### config.mk
export PLATFORM = sky130hd
export DESIGN_NAME = task_queue_timer_mutex_engine_core
export DESIGN_NICKNAME = d
export VERILOG_FILES = /design/src/sv/tqtm_pkg.sv /design/src/sv/task_queue_timer_mutex_engine_core.sv
export SDC_FILE = /design/constraint.sdc
export NUM_CORES = 1
export LEC_CHECK = 0
export BUFFER_PORTS_ARGS = -buffer_cell sky130_fd_sc_hd__buf_2
export CAP_MARGIN = 20
export CORE_MARGIN = 2
export CORE_UTILIZATION = 35
export DETAILED_ROUTE_END_ITERATION = 10
export GPL_TIMING_DRIVEN = 0
export PLACE_DENSITY = 0.59
export SYNTH_ARGS = -nofsm -noshare
export SYNTH_HDL_FRONTEND = slang
export SYNTH_SLANG_ARGS = --single-unit
### constraint.sdc
create_clock -name clk -period 6.6 [get_ports clk]
set_clock_uncertainty 0.2 [all_clocks]
set_input_delay 1.32 -clock clk [delete_from_list [all_inputs] [get_ports clk]]
set_output_delay 1.32 -clock clk [all_outputs]
set_load 0.02 [all_outputs]
### src/sv/tqtm_pkg.sv
// package for the task queue, timer and mutex engine
// holds command codes, table sizes and fixed field widths; no dependencies
package tqtm_pkg;

  localparam int NUM_TASKS    = 16;
  localparam int NUM_QUEUES   = 4;
  localparam int NUM_TIMERS   = 8;
  localparam int NUM_SECTIONS = 4;

  localparam int TIME_W = 27;
  localparam int DL_W = TIME_W + 1;
  localparam int CMD_W = 4;

  typedef enum logic [CMD_W-1:0] {
    CMD_QINIT  = 4'd0,
    CMD_QADD   = 4'd1,
    CMD_QPOP   = 4'd2,
    CMD_QEMPTY = 4'd3,
    CMD_TSTART = 4'd4,
    CMD_TSTOP  = 4'd5,
    CMD_SINIT  = 4'd6,
    CMD_ENTER  = 4'd7,
    CMD_LEAVE  = 4'd8,
    CMD_TICK   = 4'd9,
    CMD_TINIT  = 4'd10
  } cmd_t;

endpackage

### src/sv/task_queue_timer_mutex_engine_core.sv
// top level of the task queue, timer and mutex engine
// depends on tqtm_pkg
//
// usage: one input channel (valid/stall) carries commands, one output channel
// (out_valid/out_stall) returns exactly one result item per command.
// a small sequencer runs each command in steps: decode and read, queue or
// section work, and for a tick a scan of the timers one per cycle that pauses
// for a queue add on each expired timer; then the result is held in an output
// register.
// the block takes a new item only when the result register is empty, so
// a stalled receiver holds the result and the input stays stalled.
// main_queue is written by cfg_we/cfg_data at any edge.
// reset (rst, synchronous) empties all queues, stops all timers, frees all
// sections, clears the time counter and main_queue; the link table
// is cleared by reset at once (flip-flops).
module task_queue_timer_mutex_engine_core (
  input  logic                        clk,
  input  logic                        rst,
  input  logic                        cfg_we,
  input  logic [1:0]                  cfg_data,
  input  logic                        in_valid,
  output logic                        in_stall,
  input  logic [tqtm_pkg::CMD_W-1:0]  command,
  input  logic [1:0]                  queue_index,
  input  logic [4:0]                  task_index,
  input  logic [2:0]                  timer_index,
  input  logic [1:0]                  section_index,
  input  logic [tqtm_pkg::TIME_W-1:0] delay,
  output logic                        out_valid,
  input  logic                        out_stall,
  output logic [4:0]                  popped_task,
  output logic                        queue_is_empty,
  output logic                        granted,
  output logic [3:0]                  fired_count
);
  import tqtm_pkg::*;

  localparam logic [4:0] NO_TASK = 5'(NUM_TASKS);
  localparam int TW = (NUM_TIMERS > 1) ? $clog2(NUM_TIMERS) : 1;
  localparam int KW = $clog2(NUM_TASKS);

  typedef enum logic [5:0] {
    S_IDLE = 6'b000001,
    S_EXEC = 6'b000010,
    S_POP  = 6'b000100,
    S_ADD  = 6'b001000,
    S_SCAN = 6'b010000,
    S_DONE = 6'b100000
  } state_t;

  state_t state;
  state_t after_add;

  logic [1:0]  main_queue;
  logic [4:0]  next_link [NUM_TASKS];
  logic [4:0]  queue_head [4];
  logic [4:0]  queue_tail [4];
  logic [DL_W-1:0] timer_deadline [NUM_TIMERS];
  logic [4:0]  timer_task [NUM_TIMERS];
  logic [1:0]  section_queue [4];
  logic [4:0]  section_owner [4];
  logic [DL_W-1:0] current_time;

  cmd_t        cmd;
  logic [1:0]  q_r;
  logic [4:0]  task_r;
  logic [2:0]  tmr_r;
  logic [1:0]  sec_r;
  logic [TIME_W-1:0] delay_r;

  // shared queue-add request
  logic [2:0]  add_q;   // bit 2 set: queue out of range
  logic [4:0]  add_t;
  logic [2:0]  pop_q;
  logic [TW:0] scan_idx;
  logic        leave_pop;

  logic [4:0]  r_popped;
  logic        r_empty;
  logic        r_granted;
  logic [3:0]  r_fired;

  function automatic logic [4:0] norm(input logic [4:0] t);
    return (t < NO_TASK) ? t : NO_TASK;
  endfunction

  function automatic logic q_out(input logic [1:0] q);
    return (32'(q) >= NUM_QUEUES);
  endfunction

  function automatic logic [2:0] qsel(input logic [1:0] q);
    return {q_out(q), q};
  endfunction

  logic [DL_W-1:0] sum;
  assign sum = current_time + DL_W'(delay_r) - DL_W'(1);

  assign in_stall = (state != S_IDLE);
  assign out_valid = (state == S_DONE);
  assign popped_task = r_popped;
  assign queue_is_empty = r_empty;
  assign granted = r_granted;
  assign fired_count = r_fired;

  always_ff @(posedge clk) begin
    if (rst) begin
      state <= S_IDLE;
      main_queue <= '0;
      current_time <= '0;
      for (int i = 0; i < NUM_TASKS; i++) next_link[i] <= NO_TASK;
      for (int i = 0; i < 4; i++) begin
        queue_head[i] <= NO_TASK;
        queue_tail[i] <= NO_TASK;
        section_queue[i] <= '0;
        section_owner[i] <= NO_TASK;
      end
      for (int i = 0; i < NUM_TIMERS; i++) begin
        timer_deadline[i] <= '0;
        timer_task[i] <= NO_TASK;
      end
    end else begin
      if (cfg_we) main_queue <= cfg_data;
      unique case (state)
        S_IDLE: begin
          if (in_valid) begin
            cmd <= cmd_t'(command);
            q_r <= queue_index;
            task_r <= norm(task_index);
            tmr_r <= timer_index;
            sec_r <= section_index;
            delay_r <= delay;
            r_popped <= NO_TASK;
            r_empty <= 1'b0;
            r_granted <= 1'b0;
            r_fired <= '0;
            state <= S_EXEC;
          end
        end
        S_EXEC: begin
          unique case (cmd)
            CMD_QINIT: begin
              if (!q_out(q_r)) begin
                queue_head[q_r] <= NO_TASK;
                queue_tail[q_r] <= NO_TASK;
              end
              state <= S_DONE;
            end
            CMD_QADD: begin
              add_q <= qsel(q_r);
              add_t <= task_r;
              after_add <= S_DONE;
              state <= S_ADD;
            end
            CMD_QPOP: begin
              pop_q <= qsel(q_r);
              leave_pop <= 1'b0;
              state <= S_POP;
            end
            CMD_QEMPTY: begin
              r_empty <= q_out(q_r) || (queue_head[q_r] >= NO_TASK);
              state <= S_DONE;
            end
            CMD_TSTART: begin
              if (32'(tmr_r) < NUM_TIMERS) begin
                timer_deadline[TW'(tmr_r)] <= {1'b0, sum[TIME_W-1:0]} + DL_W'(1);
                timer_task[TW'(tmr_r)] <= task_r;
              end
              state <= S_DONE;
            end
            CMD_TSTOP: begin
              if (32'(tmr_r) < NUM_TIMERS) timer_deadline[TW'(tmr_r)] <= '0;
              state <= S_DONE;
            end
            CMD_SINIT: begin
              if (32'(sec_r) < NUM_SECTIONS) begin
                if (!q_out(q_r)) begin
                  queue_head[q_r] <= NO_TASK;
                  queue_tail[q_r] <= NO_TASK;
                end
                section_queue[sec_r] <= q_r;
                section_owner[sec_r] <= NO_TASK;
              end
              state <= S_DONE;
            end
            CMD_ENTER: begin
              if (32'(sec_r) < NUM_SECTIONS && section_owner[sec_r] < NO_TASK) begin
                add_q <= qsel(section_queue[sec_r]);
                add_t <= task_r;
                after_add <= S_DONE;
                state <= S_ADD;
              end else begin
                if (32'(sec_r) < NUM_SECTIONS) begin
                  section_owner[sec_r] <= task_r;
                  r_granted <= 1'b1;
                end
                state <= S_DONE;
              end
            end
            CMD_LEAVE: begin
              if (32'(sec_r) < NUM_SECTIONS) begin
                pop_q <= qsel(section_queue[sec_r]);
                leave_pop <= 1'b1;
                state <= S_POP;
              end else begin
                state <= S_DONE;
              end
            end
            CMD_TICK: begin
              current_time <= {1'b0, current_time[TIME_W-1:0]} + DL_W'(1);
              scan_idx <= '0;
              state <= S_SCAN;
            end
            CMD_TINIT: begin
              if (task_r < NO_TASK) next_link[KW'(task_r)] <= NO_TASK;
              state <= S_DONE;
            end
            default: state <= S_DONE;
          endcase
        end
        S_POP: begin
          logic [4:0] t;
          t = pop_q[2] ? NO_TASK : queue_head[pop_q[1:0]];
          if (t < NO_TASK) begin
            queue_head[pop_q[1:0]] <= norm(next_link[KW'(t)]);
            next_link[KW'(t)] <= NO_TASK;
          end else begin
            t = NO_TASK;
          end
          if (leave_pop) begin
            section_owner[sec_r] <= t;
            add_q <= qsel(main_queue);
            add_t <= t;
            after_add <= S_DONE;
            state <= S_ADD;
          end else begin
            r_popped <= t;
            state <= S_DONE;
          end
        end
        S_ADD: begin
          if (!add_q[2] && add_t < NO_TASK) begin
            if (queue_head[add_q[1:0]] >= NO_TASK)
              queue_head[add_q[1:0]] <= add_t;
            else if (queue_tail[add_q[1:0]] < NO_TASK)
              next_link[KW'(queue_tail[add_q[1:0]])] <= add_t;
            queue_tail[add_q[1:0]] <= add_t;
          end
          state <= after_add;
        end
        S_SCAN: begin
          if (32'(scan_idx) >= NUM_TIMERS) begin
            state <= S_DONE;
          end else begin
            scan_idx <= scan_idx + 1'b1;
            if (timer_deadline[TW'(scan_idx)] == current_time) begin
              timer_deadline[TW'(scan_idx)] <= '0;
              r_fired <= r_fired + 4'd1;
              add_q <= qsel(main_queue);
              add_t <= timer_task[TW'(scan_idx)];
              after_add <= S_SCAN;
              state <= S_ADD;
            end
          end
        end
        S_DONE: if (!out_stall) state <= S_IDLE;
        default: state <= S_IDLE;
      endcase
    end
  end

endmodule
==> results.json <==
{
  "outcome": "completed",
  "grt_pass1_wl_mm": 107,
  "diodes": 0,
  "layout_setup_ws_ns": 0.819,
  "yosys.area.top_type": "edfxtp_1",
  "start_util_pct": 35.3,
  "cts_max_level": 2,
  "synth_cell_types": 75,
  "root_buffer": "clkbuf_16",
  "total_power_w": 0.00753,
  "core-area_um2": 72800,
  "rr_endpoint": "timer_deadline[2][26]$_SDFFCE_PN0P_",
  "crit_path_end": "timer_deadline[2][26]$_SDFFCE_PN0P_",
  "rsz0062_at_grt": "false",
  "vias": 17400,
  "fmax_mhz": 173,
  "min_period_over_period_pct": 87.6,
  "synth_cells": 2115,
  "drtAntennaViolNets": 0,
  "critPathCaptureType": "flip-flop",
  "yosys_warnings": 0,
  "post_cts_buffers": 0,
  "cts_tree": "done",
  "synthMuxAreaShare_pct": 10.7,
  "worst_ep_required_time_ns": 6.85,
  "wl_mm": 70.7,
  "crit_start": "current_time[1]$_SDFFE_PP0P_",
  "dp_hpwl_mm": 50.8,
  "synth_adder_area_share_pct": 2.81,
  "die-area_um2": 75600,
  "vias_per_cell": 5.34,
  "postCtsResizedCells": 0,
  "grt_usage_pct": 18.8,
  "rows": 99,
  "slew_viol_final": 0,
  "async_flop_share_pct": 0,
  "cap_violations": 0,
  "synth.cell_area_um2": 25700,
  "r2r_slack_ns": 0.82,
  "place.port_buffers": 62,
  "drtPass1Iterations": 5,
  "cts_hold_buf": 0,
  "min_period_ns": 5.78,
  "nets": 2355,
  "numCtsBuffers": 54,
  "setup_violations": 0,
  "synth_top_family_by_area": "simple AND/OR/NAND/NOR gates",
  "synth-edff-count": 466,
  "pre_cts_slack_ns": 0.722,
  "setup_tns_ns": 0,
  "r2r_start": "current_time[1]$_SDFFE_PP0P_",
  "cp_max_fo": 10,
  "ir_worst_vdd_mv": 0.222,
  "synth_nets": 2222,
  "synth-seq-area-share_pct": 58.1,
  "grt_pass1_vias": 17400,
  "power_per_cell_area_nw_per_um2": 257,
  "drt-initial-drc-count": 1692,
  "grt_antenna_before_repair": 0,
  "reg2regPathDepth": 15,
  "synth_commonest_cells": "edfxtp_1, nor2_1, inv_1",
  "final.fill_count": 6938,
  "syn_avg_cell_area_um2": 12.1,
  "tightestPinTransition_ns": 1.05,
  "place_inst": 3147,
  "final_cells": 3253,
  "yosys.area.top_type_share_pct": 54.5,
  "detail_route.wl_per_cell_um": 21.7,
  "synth-compound-area-share_pct": 6.57,
  "layout-drive-gt1-share_pct": 14.5,
  "maxSlewHeadroom_pct": 29.4,
  "clk_path_buf_depth": 3,
  "synthXorXnorAreaFrac_pct": 2.97,
  "insertion_delay_ns": 0.63,
  "ios": 63,
  "crit_arrival_ns": 6.03,
  "grt_max_degree": 31,
  "cts.clk_slew.worst_paths_ns": 0.06,
  "synth_most_common_cell": "edfxtp_1",
  "ys_ff_latch": 513,
  "cp-start-kind": "flip-flop",
  "synth-simple-area-share_pct": 15.1,
  "die_h_um": 275,
  "drc_errors": 0,
  "p_leak_nw": 10.8,
  "netlist_top_cells_area": "edfxtp_1, mux4_2, nor2_1, dfxtp_1, mux2i_1",
  "holdCritPathClass": "reg2reg",
  "chipWidth_um": 275,
  "overflow": 0,
  "place_congestion": 0.872,
  "hold_viol": 0,
  "cts_sinks": 513,
  "areaGrowthSynthToFinish_pct": 14.2,
  "ys.flop_type": "edfxtp_1",
  "critPathKind": "reg2reg"
}
-- critical path: stages, from the launching register on --
cell and delay [ns]:
dfxtp_1 0.42, inv_1 0.10, ha_1 0.28, inv_1 0.04
ha_1 0.24, fa_1 0.42, a21o_1 0.24, a221oi_1 0.60
o221a_2 0.42, mux2_2 0.36, a311o_1 0.36, nor4bb_1 0.41
clkbuf_1 0.34, and3_1 0.24, nand4_1 0.57, a21oi_1 0.37
-- how the worst min path moves through the flow --
stage,start,to,slack [ns],depth (start not counted)
6_report,current_time[9]$_SDFFE_PP0P_,current_time[9]$_SDFFE_PP0P_,0.30,2
5_1_grt,current_time[9]$_SDFFE_PP0P_,current_time[9]$_SDFFE_PP0P_,0.35,2
4_1_cts,current_time[9]$_SDFFE_PP0P_,current_time[9]$_SDFFE_PP0P_,0.30,2
3_5_place_dp,current_time[21]$_SDFFE_PP0P_,current_time[21]$_SDFFE_PP0P_,0.29,2
3_3_place_gp,current_time[14]$_SDFFE_PP0P_,current_time[14]$_SDFFE_PP0P_,0.28,2
2_1_floorplan,main_queue[0]$_SDFFE_PP0P_,main_queue[0]$_SDFFE_PP0P_,0.26,2
-- per-layer routing --
metal	wire length, um	GRT usage, %	up-vias	part of all wire (%)
met5	0	0	-	0
li1	-	-	7955	-
met4	1590	4.98	0	2.2
met2	33000	30.8	632	47
met3	5060	3.10	101	7.2
met1	31100	25.9	8687	44
-- cells by family (layout without fill, tap and decap cells) --
family,count (synthesis),count (layout)
flops,513,513
buf+inv,227,406
xor+xnor,87,87
compound gates,246,246
simple gates,812,812
fa+ha+maj,57,57
mux,173,173
-- power by group --
part | internal [W] | leakage (nW) | total [W] | switching (W)
clock network | 0.00185 | 0.909 | 0.00318 | 0.00133
registers | 0.00363 | 5.00 | 0.00367 | 0.0000407
logic | 0.000229 | 4.85 | 0.000679 | 0.000449
-- through the flow --
step           cell area, um^2  utilization (%)  hold slack (ns)
2_1_floorplan            25700                -            0.260
3_3_place_gp             27200             37.3            0.283
3_5_place_dp             27400             37.7            0.294
4_1_cts                  29300             40.2            0.302
5_1_grt                  29300             40.3            0.349
6_report                 29300             40.3            0.302
-- sequential cells by signal (all words and copies together), names as in the netlist, 6 cells and up, named ones only --
| name | cells |
|---|---|
| next_link | 80 |
| queue_tail | 20 |
| delay_r | 27 |
| queue_head | 20 |
| timer_deadline | 224 |
| state | 6 |
| timer_task | 40 |
| section_queue | 8 |
| current_time | 28 |
-- layout by cell type, fill, tap and decap left out, drive strengths merged, types with 47 or more instances in the layout --
cell type and n:
ha 56, inv 129, and2 60, xnor2 69
mux2i 79, edfxtp 466, clkbuf 142, mux4 81
buf 111, nand2 102, a21oi 64, nor2 370
dfxtp 47
-- area by class of cell --
class	instances	area, um^2	area share [%]
Tap cell	959	1200	4.09
Inverter	128	480	1.64
Sequential cell	513	14900	50.9
Buffer	99	452	1.54
Clock inverter	25	347	1.18
Timing Repair Buffer	77	547	1.86
Clock buffer	77	1520	5.18
Multi-Input combinational cell	1375	9850	33.6
Power figures use the tool's default switching activity.
